<file path="src/hdl/llf_pkg.sv">
// Package for the least-laxity-first scheduler: widths, codes and payload types.
// Used by llf_if, llf_eval and the top level; depends on nothing.
package llf_pkg;

  localparam int TIME_BITS     = 16;
  localparam int TW1           = TIME_BITS + 1;
  localparam int LAX_W         = TIME_BITS + 3;
  localparam int DEF_MAX_TASKS = 8;
  localparam int TASKS_W       = 4;
  localparam int IDX_FIELD_W   = 3;
  localparam int CFG_AW        = 3;
  localparam int CFG_DW        = 32;

  localparam logic [TIME_BITS-1:0] TMAX = {TIME_BITS{1'b1}};

  localparam logic OP_LOAD = 1'b0;
  localparam logic OP_TICK = 1'b1;

  localparam logic [CFG_AW-3:0] REG_TASKS_IN_USE = '0;

  typedef logic [TIME_BITS-1:0]    time_t;
  typedef logic [TW1-1:0]          wtime_t;
  typedef logic signed [LAX_W-1:0] lax_t;

  typedef struct packed {
    time_t  period;
    time_t  deadline;
    time_t  work;
    time_t  remaining;
    wtime_t abs_deadline;
    wtime_t next_release;
  } task_word_t;

  typedef struct packed {
    logic                   opcode;
    logic [IDX_FIELD_W-1:0] task_index;
    time_t                  release_offset;
    time_t                  relative_deadline;
    time_t                  work_ticks;
    time_t                  release_period;
  } in_req_t;

  typedef struct packed {
    logic                   ran;
    logic [IDX_FIELD_W-1:0] run_task;
    logic                   job_done;
    logic                   deadline_miss;
    logic [IDX_FIELD_W-1:0] miss_task;
    time_t                  miss_time;
    logic                   halted;
  } out_rsp_t;

endpackage

</file>
<file path="src/hdl/llf_if.sv">
// Valid/ready channel interfaces for the scheduler's request and result streams.
// Depends on llf_pkg for the payload types.
interface llf_in_if;
  logic             valid;
  logic             ready;
  llf_pkg::in_req_t data;

  modport source (output valid, output data, input ready);
  modport sink (input valid, input data, output ready);
endinterface

interface llf_out_if;
  logic              valid;
  logic              ready;
  llf_pkg::out_rsp_t data;

  modport source (output valid, output data, input ready);
  modport sink (input valid, input data, output ready);
endinterface

</file>
<file path="src/hdl/llf_ram.sv">
// Generic single-write, single-read RAM with a registered read port.
// Stand-alone; holds the per-task entries of the scheduler.
module llf_ram #(
  parameter int WIDTH = 8,
  parameter int DEPTH = 8
) (
  input  logic                                  clk,
  input  logic                                  we,
  input  logic [((DEPTH > 1) ? $clog2(DEPTH) : 1)-1:0] waddr,
  input  logic [WIDTH-1:0]                      wdata,
  input  logic [((DEPTH > 1) ? $clog2(DEPTH) : 1)-1:0] raddr,
  output logic [WIDTH-1:0]                      rdata
);

  logic [WIDTH-1:0] mem [DEPTH];

  always_ff @(posedge clk) begin
    if (we) begin
      mem[waddr] <= wdata;
    end
    rdata <= mem[raddr];
  end

endmodule

</file>
<file path="src/hdl/llf_eval.sv">
// Shared per-task unit: release update, deadline-miss test, laxity and best compare.
// Applied to one task entry per cycle by the top level; depends on llf_pkg.
module llf_eval (
  input  llf_pkg::task_word_t word_i,
  input  llf_pkg::time_t      time_i,
  input  logic                best_valid_i,
  input  llf_pkg::lax_t       best_lax_i,
  output llf_pkg::task_word_t word_o,
  output logic                miss_o,
  output llf_pkg::lax_t       lax_o,
  output logic                better_o
);

  llf_pkg::wtime_t now_w;
  logic            release_hit;
  logic            pend;

  always_comb begin
    now_w       = {1'b0, time_i};
    release_hit = (word_i.next_release == now_w) && (word_i.remaining == '0);
    word_o      = word_i;
    if (release_hit) begin
      word_o.remaining    = word_i.work;
      word_o.abs_deadline = now_w + {1'b0, word_i.deadline};
      word_o.next_release = word_i.next_release + {1'b0, word_i.period};
    end
    pend     = (word_o.remaining != '0);
    miss_o   = pend && ((now_w + llf_pkg::TW1'(1)) > word_o.abs_deadline);
    lax_o    = $signed({2'b00, word_o.abs_deadline}) - $signed({3'b000, time_i})
             - $signed({3'b000, word_o.remaining});
    better_o = pend && (!best_valid_i || (lax_o < best_lax_i));
  end

endmodule

</file>
<file path="src/hdl/least_laxity_first_scheduler.sv">
// Top level of the least-laxity-first scheduler: sequencer, APB register and output stage.
// Depends on llf_pkg, llf_if, llf_ram and llf_eval.
//
//   channel   direction  handshake          payload
//   in_ch     sink       valid/ready        in_req_t (load or tick request)
//   out_ch    source     valid/ready        out_rsp_t (one result per request)
//   APB       slave      psel/penable       tasks_in_use at byte address 0
//
// A load or a tick while halted goes from acceptance to the result state, whence
// the result is registered. A tick first scans the n active task entries: the shared
// evaluation unit visits one task entry per cycle through the entry RAM.
// Reset is synchronous and clears time, the halt flag and tasks_in_use.
// A waiting result does not block the next request; a stalled output holds
// the sequencer before it returns to idle.
module least_laxity_first_scheduler #(
  parameter int MAX_TASKS = llf_pkg::DEF_MAX_TASKS
) (
  input  logic                        clk,
  input  logic                        rst_n,
  llf_in_if.sink                      in_ch,
  llf_out_if.source                   out_ch,
  input  logic                        psel,
  input  logic                        penable,
  input  logic                        pwrite,
  input  logic [llf_pkg::CFG_AW-1:0]  paddr,
  input  logic [llf_pkg::CFG_DW-1:0]  pwdata,
  output logic [llf_pkg::CFG_DW-1:0]  prdata,
  output logic                        pready
);

  localparam int IDX_W = (MAX_TASKS > 1) ? $clog2(MAX_TASKS) : 1;
  localparam int CNT_W = $clog2(MAX_TASKS + 1);

  localparam logic [1:0] ST_IDLE   = 2'd0;
  localparam logic [1:0] ST_SCAN   = 2'd1;
  localparam logic [1:0] ST_FINISH = 2'd2;
  localparam logic [1:0] ST_RESULT = 2'd3;

  logic [1:0]                   state_r, state_nxt;
  logic [llf_pkg::TASKS_W-1:0]  tasks_r, tasks_nxt;
  llf_pkg::time_t               time_r, time_nxt;
  logic                         stopped_r, stopped_nxt;
  logic [CNT_W-1:0]             scan_idx_r, scan_idx_nxt;
  logic                         proc_valid_r, proc_valid_nxt;
  logic [IDX_W-1:0]             proc_idx_r, proc_idx_nxt;
  logic                         miss_found_r, miss_found_nxt;
  logic [IDX_W-1:0]             miss_idx_r, miss_idx_nxt;
  logic                         best_valid_r, best_valid_nxt;
  llf_pkg::lax_t                best_lax_r, best_lax_nxt;
  logic [IDX_W-1:0]             best_idx_r, best_idx_nxt;
  llf_pkg::task_word_t          best_word_r, best_word_nxt;
  llf_pkg::out_rsp_t            res_r, res_nxt;
  logic                         out_valid_r, out_valid_nxt;
  llf_pkg::out_rsp_t            out_data_r, out_data_nxt;

  logic [CNT_W-1:0]     n_act;
  logic                 in_acc;
  logic                 issue;
  logic                 cfg_wr;
  logic                 ram_we;
  logic [IDX_W-1:0]     ram_waddr;
  llf_pkg::task_word_t  ram_wdata;
  logic [IDX_W-1:0]     ram_raddr;
  llf_pkg::task_word_t  ram_rdata;
  llf_pkg::task_word_t  ev_word;
  logic                 ev_miss;
  llf_pkg::lax_t        ev_lax;
  logic                 ev_better;
  llf_pkg::time_t       time_inc;

  llf_ram #(
    .WIDTH ($bits(llf_pkg::task_word_t)),
    .DEPTH (MAX_TASKS)
  ) u_ram (
    .clk   (clk),
    .we    (ram_we),
    .waddr (ram_waddr),
    .wdata (ram_wdata),
    .raddr (ram_raddr),
    .rdata (ram_rdata)
  );

  llf_eval u_eval (
    .word_i       (ram_rdata),
    .time_i       (time_r),
    .best_valid_i (best_valid_r),
    .best_lax_i   (best_lax_r),
    .word_o       (ev_word),
    .miss_o       (ev_miss),
    .lax_o        (ev_lax),
    .better_o     (ev_better)
  );

  assign in_ch.ready  = (state_r == ST_IDLE);
  assign out_ch.valid = out_valid_r;
  assign out_ch.data  = out_data_r;
  assign pready       = 1'b1;
  assign cfg_wr       = psel && penable && pwrite;
  assign prdata       = (paddr[llf_pkg::CFG_AW-1:2] == llf_pkg::REG_TASKS_IN_USE) ?
                        llf_pkg::CFG_DW'(tasks_r) : '0;

  always_comb begin
    n_act     = (int'(tasks_r) > MAX_TASKS) ? CNT_W'(MAX_TASKS) : CNT_W'(tasks_r);
    in_acc    = in_ch.valid && (state_r == ST_IDLE);
    issue     = (scan_idx_r < n_act);
    ram_raddr = issue ? scan_idx_r[IDX_W-1:0] : '0;
    time_inc  = (time_r < llf_pkg::TMAX) ? (time_r + llf_pkg::TIME_BITS'(1)) : time_r;

    state_nxt      = state_r;
    tasks_nxt      = tasks_r;
    time_nxt       = time_r;
    stopped_nxt    = stopped_r;
    scan_idx_nxt   = scan_idx_r;
    proc_valid_nxt = proc_valid_r;
    proc_idx_nxt   = proc_idx_r;
    miss_found_nxt = miss_found_r;
    miss_idx_nxt   = miss_idx_r;
    best_valid_nxt = best_valid_r;
    best_lax_nxt   = best_lax_r;
    best_idx_nxt   = best_idx_r;
    best_word_nxt  = best_word_r;
    res_nxt        = res_r;
    out_data_nxt   = out_data_r;
    out_valid_nxt  = out_valid_r && !out_ch.ready;
    ram_we         = 1'b0;
    ram_waddr      = '0;
    ram_wdata      = ev_word;

    if (cfg_wr && (paddr[llf_pkg::CFG_AW-1:2] == llf_pkg::REG_TASKS_IN_USE)) begin
      tasks_nxt = pwdata[llf_pkg::TASKS_W-1:0];
    end

    case (state_r)
      ST_IDLE: begin
        if (in_acc) begin
          res_nxt = '0;
          if (in_ch.data.opcode == llf_pkg::OP_LOAD) begin
            if (int'(in_ch.data.task_index) < MAX_TASKS) begin
              ram_we                 = 1'b1;
              ram_waddr              = IDX_W'(in_ch.data.task_index);
              ram_wdata.period       = in_ch.data.release_period;
              ram_wdata.deadline     = in_ch.data.relative_deadline;
              ram_wdata.work         = in_ch.data.work_ticks;
              ram_wdata.remaining    = '0;
              ram_wdata.next_release = {1'b0, in_ch.data.release_offset};
              ram_wdata.abs_deadline = {1'b0, in_ch.data.release_offset}
                                     + {1'b0, in_ch.data.relative_deadline};
            end
            time_nxt    = '0;
            stopped_nxt = 1'b0;
            state_nxt   = ST_RESULT;
          end else if (stopped_r) begin
            res_nxt.halted = 1'b1;
            state_nxt      = ST_RESULT;
          end else begin
            scan_idx_nxt   = '0;
            proc_valid_nxt = 1'b0;
            miss_found_nxt = 1'b0;
            best_valid_nxt = 1'b0;
            state_nxt      = ST_SCAN;
          end
        end
      end
      ST_SCAN: begin
        proc_valid_nxt = issue;
        proc_idx_nxt   = scan_idx_r[IDX_W-1:0];
        if (issue) begin
          scan_idx_nxt = scan_idx_r + CNT_W'(1);
        end
        if (proc_valid_r) begin
          ram_we    = 1'b1;
          ram_waddr = proc_idx_r;
          ram_wdata = ev_word;
          if (ev_miss && !miss_found_r) begin
            miss_found_nxt = 1'b1;
            miss_idx_nxt   = proc_idx_r;
          end
          if (ev_better) begin
            best_valid_nxt = 1'b1;
            best_lax_nxt   = ev_lax;
            best_idx_nxt   = proc_idx_r;
            best_word_nxt  = ev_word;
          end
        end
        if (!issue) begin
          state_nxt = ST_FINISH;
        end
      end
      ST_FINISH: begin
        res_nxt = '0;
        if (miss_found_r) begin
          stopped_nxt           = 1'b1;
          res_nxt.deadline_miss = 1'b1;
          res_nxt.miss_task     = llf_pkg::IDX_FIELD_W'(miss_idx_r);
          res_nxt.miss_time     = time_r + llf_pkg::TIME_BITS'(1);
          res_nxt.halted        = 1'b1;
        end else begin
          if (best_valid_r) begin
            ram_we              = 1'b1;
            ram_waddr           = best_idx_r;
            ram_wdata           = best_word_r;
            ram_wdata.remaining = best_word_r.remaining - llf_pkg::TIME_BITS'(1);
            res_nxt.ran         = 1'b1;
            res_nxt.run_task    = llf_pkg::IDX_FIELD_W'(best_idx_r);
            res_nxt.job_done    = (best_word_r.remaining == llf_pkg::TIME_BITS'(1));
          end
          time_nxt       = time_inc;
          stopped_nxt    = (time_inc == llf_pkg::TMAX);
          res_nxt.halted = (time_inc == llf_pkg::TMAX);
        end
        state_nxt = ST_RESULT;
      end
      ST_RESULT: begin
        if (!out_valid_r || out_ch.ready) begin
          out_valid_nxt = 1'b1;
          out_data_nxt  = res_r;
          state_nxt     = ST_IDLE;
        end
      end
      default: begin
        state_nxt = ST_IDLE;
      end
    endcase
  end

  always_ff @(posedge clk) begin
    if (!rst_n) begin
      state_r      <= ST_IDLE;
      tasks_r      <= '0;
      time_r       <= '0;
      stopped_r    <= 1'b0;
      scan_idx_r   <= '0;
      proc_valid_r <= 1'b0;
      miss_found_r <= 1'b0;
      best_valid_r <= 1'b0;
      out_valid_r  <= 1'b0;
    end else begin
      state_r      <= state_nxt;
      tasks_r      <= tasks_nxt;
      time_r       <= time_nxt;
      stopped_r    <= stopped_nxt;
      scan_idx_r   <= scan_idx_nxt;
      proc_valid_r <= proc_valid_nxt;
      miss_found_r <= miss_found_nxt;
      best_valid_r <= best_valid_nxt;
      out_valid_r  <= out_valid_nxt;
    end
  end

  always_ff @(posedge clk) begin
    proc_idx_r  <= proc_idx_nxt;
    miss_idx_r  <= miss_idx_nxt;
    best_lax_r  <= best_lax_nxt;
    best_idx_r  <= best_idx_nxt;
    best_word_r <= best_word_nxt;
    res_r       <= res_nxt;
    out_data_r  <= out_data_nxt;
  end

endmodule
</file>
<file path="src/flat_wrapper.sv">
// flat-port wrapper written by rule: the top's interface ports become plain ports
module least_laxity_first_scheduler_flat 
#(
  parameter int MAX_TASKS = llf_pkg::DEF_MAX_TASKS
)
  (clk, rst_n, psel, penable, pwrite, paddr, pwdata, prdata, pready, in_ch_valid, in_ch_data, in_ch_ready, out_ch_valid, out_ch_data, out_ch_ready);
  llf_in_if in_ch_i ();
  llf_out_if out_ch_i ();
  input  logic clk;
  input  logic rst_n;
  input  logic psel;
  input  logic penable;
  input  logic pwrite;
  input  logic [llf_pkg::CFG_AW-1:0] paddr;
  input  logic [llf_pkg::CFG_DW-1:0] pwdata;
  output logic [llf_pkg::CFG_DW-1:0] prdata;
  output logic pready;
  input wire logic [$bits(in_ch_i.valid)-1:0] in_ch_valid;
  input wire logic [$bits(in_ch_i.data)-1:0] in_ch_data;
  output wire logic [$bits(in_ch_i.ready)-1:0] in_ch_ready;
  output wire logic [$bits(out_ch_i.valid)-1:0] out_ch_valid;
  output wire logic [$bits(out_ch_i.data)-1:0] out_ch_data;
  input wire logic [$bits(out_ch_i.ready)-1:0] out_ch_ready;
  assign in_ch_i.valid = in_ch_valid;
  assign in_ch_i.data = in_ch_data;
  assign in_ch_ready = in_ch_i.ready;
  assign out_ch_valid = out_ch_i.valid;
  assign out_ch_data = out_ch_i.data;
  assign out_ch_i.ready = out_ch_ready;
  least_laxity_first_scheduler #(.MAX_TASKS(MAX_TASKS)) u_core (.clk(clk), .rst_n(rst_n), .in_ch(in_ch_i), .out_ch(out_ch_i), .psel(psel), .penable(penable), .pwrite(pwrite), .paddr(paddr), .pwdata(pwdata), .prdata(prdata), .pready(pready));
endmodule
</file>
<file path="config.mk">
export PLATFORM = sky130hd
export DESIGN_NAME = least_laxity_first_scheduler_flat
export DESIGN_NICKNAME = d
export VERILOG_FILES = /design/src/hdl/llf_pkg.sv /design/src/hdl/llf_if.sv /design/src/hdl/llf_ram.sv /design/src/hdl/llf_eval.sv /design/src/hdl/least_laxity_first_scheduler.sv /design/src/flat_wrapper.sv
export SDC_FILE = /design/constraint.sdc
export NUM_CORES = 2
export LEC_CHECK = 0
export ABC_CLOCK_PERIOD_IN_PS = 18900
export BUFFER_PORTS_ARGS = -buffer_cell sky130_fd_sc_hd__buf_2
export CAP_MARGIN = 20
export CORE_MARGIN = 2
export CORE_UTILIZATION = 50
export DETAILED_ROUTE_END_ITERATION = 12
export HOLD_SLACK_MARGIN = 0.12
export PLACE_DENSITY = 0.72
export SYNTH_ARGS = -nofsm -noshare
export SYNTH_HDL_FRONTEND = slang
export SYNTH_SLANG_ARGS = --single-unit
</file>
<file path="constraint.sdc">
create_clock -name clk -period 18.9 [get_ports clk]
set_input_delay 2.835 -clock clk [delete_from_list [all_inputs] [get_ports clk]]
set_output_delay 2.835 -clock clk [all_outputs]
set_load 0.005 [all_outputs]
</file>
-- Word-level counts from Yosys, hierarchy flattened
Memory sizes are Yosys's and may differ from the RTL's. A register that Yosys moved wholly into a read port is not among the register bits.
Index checks and enable logic that the tools add are counted.
- logic and storage cells: 159
- bits in read-only memories: 0
- latch bits: 0
- RAM bits: 784
- flip-flop bits (word level): 209
- input port bits: 110
- output and inout bits: 61
- memories kept: 1
- add/sub/neg operators: 9
- multiplexer cells: 62
- multiply operators: 0
- equality and inequality tests: 17
- div/mod/pow operators: 0
- bitwise logic cells: 1
- shift-type cells: 0
- order comparisons: 5
- reduce and logical (&&, ||, !) cells: 31
- memory list (memory ; depth ; width ; read ports ; clocked after memory_dff ; write ports ; RTL line ; source):
    u_core.u_ram.mem ; 8 ; 98 ; 1 ; 1 ; 1 ; llf_ram.sv:15 ; logic [WIDTH-1:0] mem [DEPTH];
- operators with widths (cell ; number):
    98-bit two-way mux ; 4
    98-bit one-hot mux with 2 select lines ; 1
    16-bit two-way mux ; 4
    26-bit one-hot mux with 2 select lines ; 1
    50-bit two-way mux ; 1
    16-bit by 16-bit adder with 17-bit output ; 2
    16-bit one-hot mux with 2 select lines ; 1
    26-bit two-way mux ; 1
    4-bit two-way mux ; 6
    1-bit two-way mux ; 21
    20-bit two-way mux ; 1
    19-bit < comparator ; 1
    18-bit by 17-bit subtractor with 19-bit output ; 1
    3-bit two-way mux ; 6
    17-bit by 16-bit subtractor with 18-bit output ; 1
    16-bit by 1-bit adder with 17-bit output (second input constant) ; 1
    17-bit by 16-bit adder with 17-bit output ; 1
    17-bit by 16-bit == test with 1-bit output ; 1
    17-bit greater-than comparator ; 1
    16-bit by 1-bit adder with 16-bit output (second input constant) ; 1
    16-bit by 1-bit == test with 1-bit output (second input constant) ; 1
    16-bit == test (second input constant) ; 1
    16-bit logical NOT ; 1
    16-bit < comparator (second input constant) ; 1
    other kinds (27) ; 64

-- Depth between registers and ports, before layout
- depth in word-level cells: 11
- mapped depth: 32
- gate-level depth less buffers: 32

-- By module
From an unflattened synthesis, not the netlist that was laid out.
- cell total of the unflattened synthesis: 3079
- area total of the unflattened synthesis: 47709.5 um^2
- by module, submodules not included (module ; times used ; seq. area each (um^2) ; area each (um^2) ; cells an instance):
    llf_ram ; 1 ; 25504.5 ; 31525.2 ; 1244
    least_laxity_first_scheduler ; 1 ; 5965.7 ; 10968.0 ; 1091
    llf_eval ; 1 ; 0.0 ; 5216.3 ; 744

-- Worst setup path before layout
Ideal clock, no wire load.
- path type: input to register
- start point: in in_ch_valid
- end point: mem u_core.u_ram.mem[2][0] (netlist bit) (enable)
- setup slack: 7.768 ns
- cell stages on the path: 5
- arrival: 10.457 ns
- path buffers: 0
- cell sequence: nand2_1 > nor2_1 > a211o_1 > a311o_1 > nor3_1
- longest elaborated chain between the ends: 5
- RTL lines (item ; RTL line ; source):
    from (decl) ; flat_wrapper.sv:18 ; input wire logic [$bits(in_ch_i.valid)-1:0] in_ch_valid;
    1-bit logical AND * ; least_laxity_first_scheduler.sv:104 ; in_acc = in_ch.valid && (state_r == ST_IDLE);
    1-bit two-way mux ; least_laxity_first_scheduler.sv:135 ; if (in_acc) begin
    1-bit one-hot mux with 3 select lines ; least_laxity_first_scheduler.sv:133 ; case (state_r)
    1-bit two-way mux ; llf_ram.sv:18 ; if (we) begin
    1-bit two-way mux (implied by the code) ; llf_ram.sv:19 ; mem[waddr] <= wdata;
    to (decl) ; llf_ram.sv:15 ;
Mark *: on every way between the ends. The rest lies on a longest branch, timed or not.

-- Final worst setup path
- start point: reg u_core.time_r[0]
- end point: reg u_core.best_word_r[93] (netlist bit) (enable)
- longest elaborated chain between the ends: 9
- RTL lines (item ; RTL line ; source):
    from (decl) ; least_laxity_first_scheduler.sv:41 ; llf_pkg::time_t time_r, time_nxt;
    from (signal assigned) ; least_laxity_first_scheduler.sv:240 ; time_r <= time_nxt;
    branches (longest 4 deep; another with 17-bit by 16-bit subtractor with 18-bit output) ; n/a ;
    18-bit by 17-bit subtractor with 19-bit output * ; llf_eval.sv:30 ; - $signed({3'b000, word_o.remaining});
    named net u_core.ev_lax[17] ; least_laxity_first_scheduler.sv:67 ; llf_pkg::lax_t ev_lax;
    19-bit < comparator * ; llf_eval.sv:31 ; better_o = pend && (!best_valid_i || (lax_o < best_lax_i));
    1-bit logical OR * ; llf_eval.sv:31 ;
    1-bit logical AND * ; llf_eval.sv:31 ;
    3-bit AND reduction (no line) * ; n/a ;
    to (signal assigned) ; least_laxity_first_scheduler.sv:255 ; best_word_r <= best_word_nxt;
    to (decl) ; least_laxity_first_scheduler.sv:51 ; llf_pkg::task_word_t best_word_r, best_word_nxt;
Mark *: on every way through the listed nets, which the timed path passes.
A chain may end at the register's enable or synchronous reset.

==> flow_summary_export.csv <==
group,metric,value,unit
clocking,cts_setup_buffers,0,
timing,min_period,9.376,ns
worst_setup_path,critPathMaxFanout,63,
timing,hold_viol_final,0,
floorplan,die_h,307.1,µm
route,wl_met2,55050,µm
worst_setup_path,worst-path-buf-inv,4,
worst_setup_path,worstSetupStartpointType,"register",
cells_and_area,final_common_cell,"edfxtp_1",
global_route,grt_pass1_vias,26313,
route,met3_length,9957,µm
cells_and_area,num-nets-final,3147,
route,vias,26124,
outcome,status,"complete, no violations",
worst_setup_path,critPathArrivalTime,9.66,ns
timing,fmax,0.1067,GHz
logic_synthesis,synthesis.area,45940,µm²
pwr,power_density,127.9,nW/µm²
cells_and_area,layout_common_cells,"edfxtp_1, mux4_2, inv_1",
global_route,grt_pass1_wl,170900,µm
cells_and_area,area_growth,11.72,%
placed_design,gp_congestion,0.9293,
route,wl_per_cell,27.64,µm
clocking,clk_pin_slew_worst_paths,0.06,ns
timing,rsz0062_at_grt,"no",
clocking,root_buffer,"clkbuf_16",
pwr,peakVddDrop,103.5,µV
route,drt-total-wl,115700,µm
worst_setup_path,crit_path_frequent_cell,"o21ai_0",
pwr,switching_share,0.2847,
worst_setup_path,slowest_delay,0.94,ns
clocking,cts_sinks,1091,
pwr,p_clk_frac,0.317,
floorplan,initial_core_util,0.5027,
timing,fin_crit_sh,0.4961,
cells_and_area,multi_input_area,13410,µm²
logic_synthesis,ys_seq_area_frac,0.6851,
clocking,cts_max_level,3,
worst_setup_path,worstSetupEndpointType,"register",
global_route,grt-ovfl-total,0,
timing,relSlewSlack,0.2473,
cells_and_area,n_fill_cell,6927,
clocking,worstSkewPairLatency,0.69,ns
cells_and_area,drive_gt1_frac,0.2141,
route,drtPass1Iterations,6,
route,drc,0,
logic_synthesis,ys_seq_elements,1091,
worst_setup_path,cpMaxStageDelayCell,"buf_4",
clocking,ctsLongestPathBuffers,3,
floorplan,die_x,307.1,µm
pwr,p_int,0.004697,W
clocking,cts_buffers,106,
route,vias_per_cell,6.244,
route,wirelength_met1,47440,µm
timing,tightestPinTransition,1.129,ns
pwr,switching_power,0.001869,W
logic_synthesis,synthArstFlopShare,0,
logic_synthesis,synthCells,2756,
cells_and_area,seqCellArea,31480,µm²
placed_design,dp_hpwl,70930,µm
route,postRouteAntennaNets,0,
timing,skew,0.03672,ns
pwr,pwr-share-comb,0.202,
logic_synthesis,avgSynthCellArea,16.67,µm²
global_route,grt.total_usage,0.2469,
floorplan,die_area,94320,µm²
pwr,p_total,0.006566,W
run,cap_violations,0,
floorplan,rows,111,
logic_synthesis,synth-edff-count,962,
floorplan,io_pins,171,
min_path,hold_path.class,"reg -> reg",
timing,setup_viol,0,
pwr,leakagePower,17.84,nW
route,dr.first_iter.drc_count,3388,
logic_synthesis,synth_top_flop_cell,"edfxtp_1",
route,top_layer_used,"met5",
global_route,antenna_found_initial,6,
timing,maxSlewViolCount,0,
global_route,grt_max_degree,64,
logic_synthesis,ys_types,75,
worst_setup_path,worst_ep_required_time,19.18,ns
clocking,ctsResizeCount,0,
pwr,seqPwrFrac,0.481,
timing,tns,0,ns
worst_setup_path,critPathKind,"reg -> reg",
logic_synthesis,ys_warn_count,0,
cells_and_area,num_antenna_cells,0,
clocking,hold_buffers,0,
placed_design,place.port_buffers,111,
worst_setup_path,critPathTopFamily,"compound AO/OA/AOI/OAI gates",
clocking,cts_tree,"done",
floorplan,core_area,91390,µm²
layout make-up:
type	count	area share
clock buffer	146	0.05717
tap	1186	0.02891
sequential	1091	0.6133
inverter	156	0.01143
clock inverter	54	0.01017
timing repair buffer	157	0.01770
multi-input combinational	1394	0.2613
flip-flops by register name (all words and copies together) (netlist names), 2 cells and up:
register            flops
u_core.u_ram.mem      784
u_core.best_word_r     98
u_core.u_ram.rdata     98
u_core.out_ch.data     26
u_core.res_r           26
u_core.best_lax_r      19
u_core.time_r          16
u_core.scan_idx_r       4
u_core.tasks_r          4
u_core.best_idx_r       3
u_core.miss_idx_r       3
u_core.proc_idx_r       3
u_core.state_r          2
power by group through the flow:
stage	sequential (W)	combinational (W)	clock (W)
detailed placement	0.00320	0.00131	0
finish	0.00316	0.00133	0.00208
floorplan	0.00315	0.000908	0
global route	0.00317	0.00145	0.00220
CTS	0.00316	0.00132	0.00211
global placement	0.00319	0.00125	0
worst paths after layout:
check,from,endpoint,slack [ns],depth (start not counted)
hold reg to reg,u_core.res_r[15],u_core.out_ch.data[15],0.42,0
setup reg to reg,u_core.time_r[0],u_core.best_word_r[93],9.52,29
setup / recovery,u_core.time_r[0],u_core.best_word_r[93],9.52,29
hold / removal,u_core.res_r[15],u_core.out_ch.data[15],0.42,0
Yosys cell counts (all sizes together) (17+ instances only):
| cell type | number | area (µm²) |
|---|---|---|
| a21o | 32 | 240.2 |
| o21a | 18 | 135.1 |
| o21ai | 61 | 305.3 |
| mux2 | 102 | 1149 |
| xnor2 | 83 | 727.0 |
| and2 | 22 | 137.6 |
| buf | 57 | 369.1 |
| clkbuf | 85 | 320.3 |
| o211ai | 18 | 135.1 |
| mux4 | 196 | 4414 |
| inv | 156 | 585.6 |
| nand2 | 137 | 516.8 |
| nand4 | 17 | 106.4 |
| nor3 | 28 | 140.1 |
| nor2b | 18 | 112.6 |
| a21oi | 95 | 486.7 |
| o22ai | 18 | 112.6 |
| edfxtp | 962 | 28890 |
| xor2 | 25 | 219.0 |
| nor2 | 81 | 306.6 |
| dfxtp | 129 | 2582 |
| nand3 | 32 | 160.2 |
| ha | 126 | 1577 |
| mux2i | 20 | 200.2 |
| a222oi | 51 | 510.5 |
per-layer routing:
metal  vias to the layer above  track usage
li1                      11112            -
met1                     13512       0.3510
met2                      1302       0.3972
met3                       194      0.04170
met4                         4      0.06920
met5                         -            0
through the flow:
stage	area (µm²)	utilization	hold WS, ns	worst slack, ns	std cells
global route	51320	0.5616	0.4263	8.782	4184
global placement	47840	0.5235	0.4041	9.805	3982
floorplan	46040	-	0.4003	7.768	2783
finish	51320	0.5616	0.4188	9.524	4184
CTS	51310	0.5614	0.4191	9.618	4183
detailed placement	47850	0.5236	0.4045	9.679	3983
cell families after synthesis:
logic type                 synth area share
AOI/OAI and AO/OA                   0.06126
and+or+nand+nor                     0.04323
adders and majority gates           0.03650
xor gates and xnor gates            0.02059
buffers and inverters               0.02775
muxes                                0.1255
other                             0.0001635
DFF                                  0.6851
Note: power is estimated with default switching activity, not from simulation.
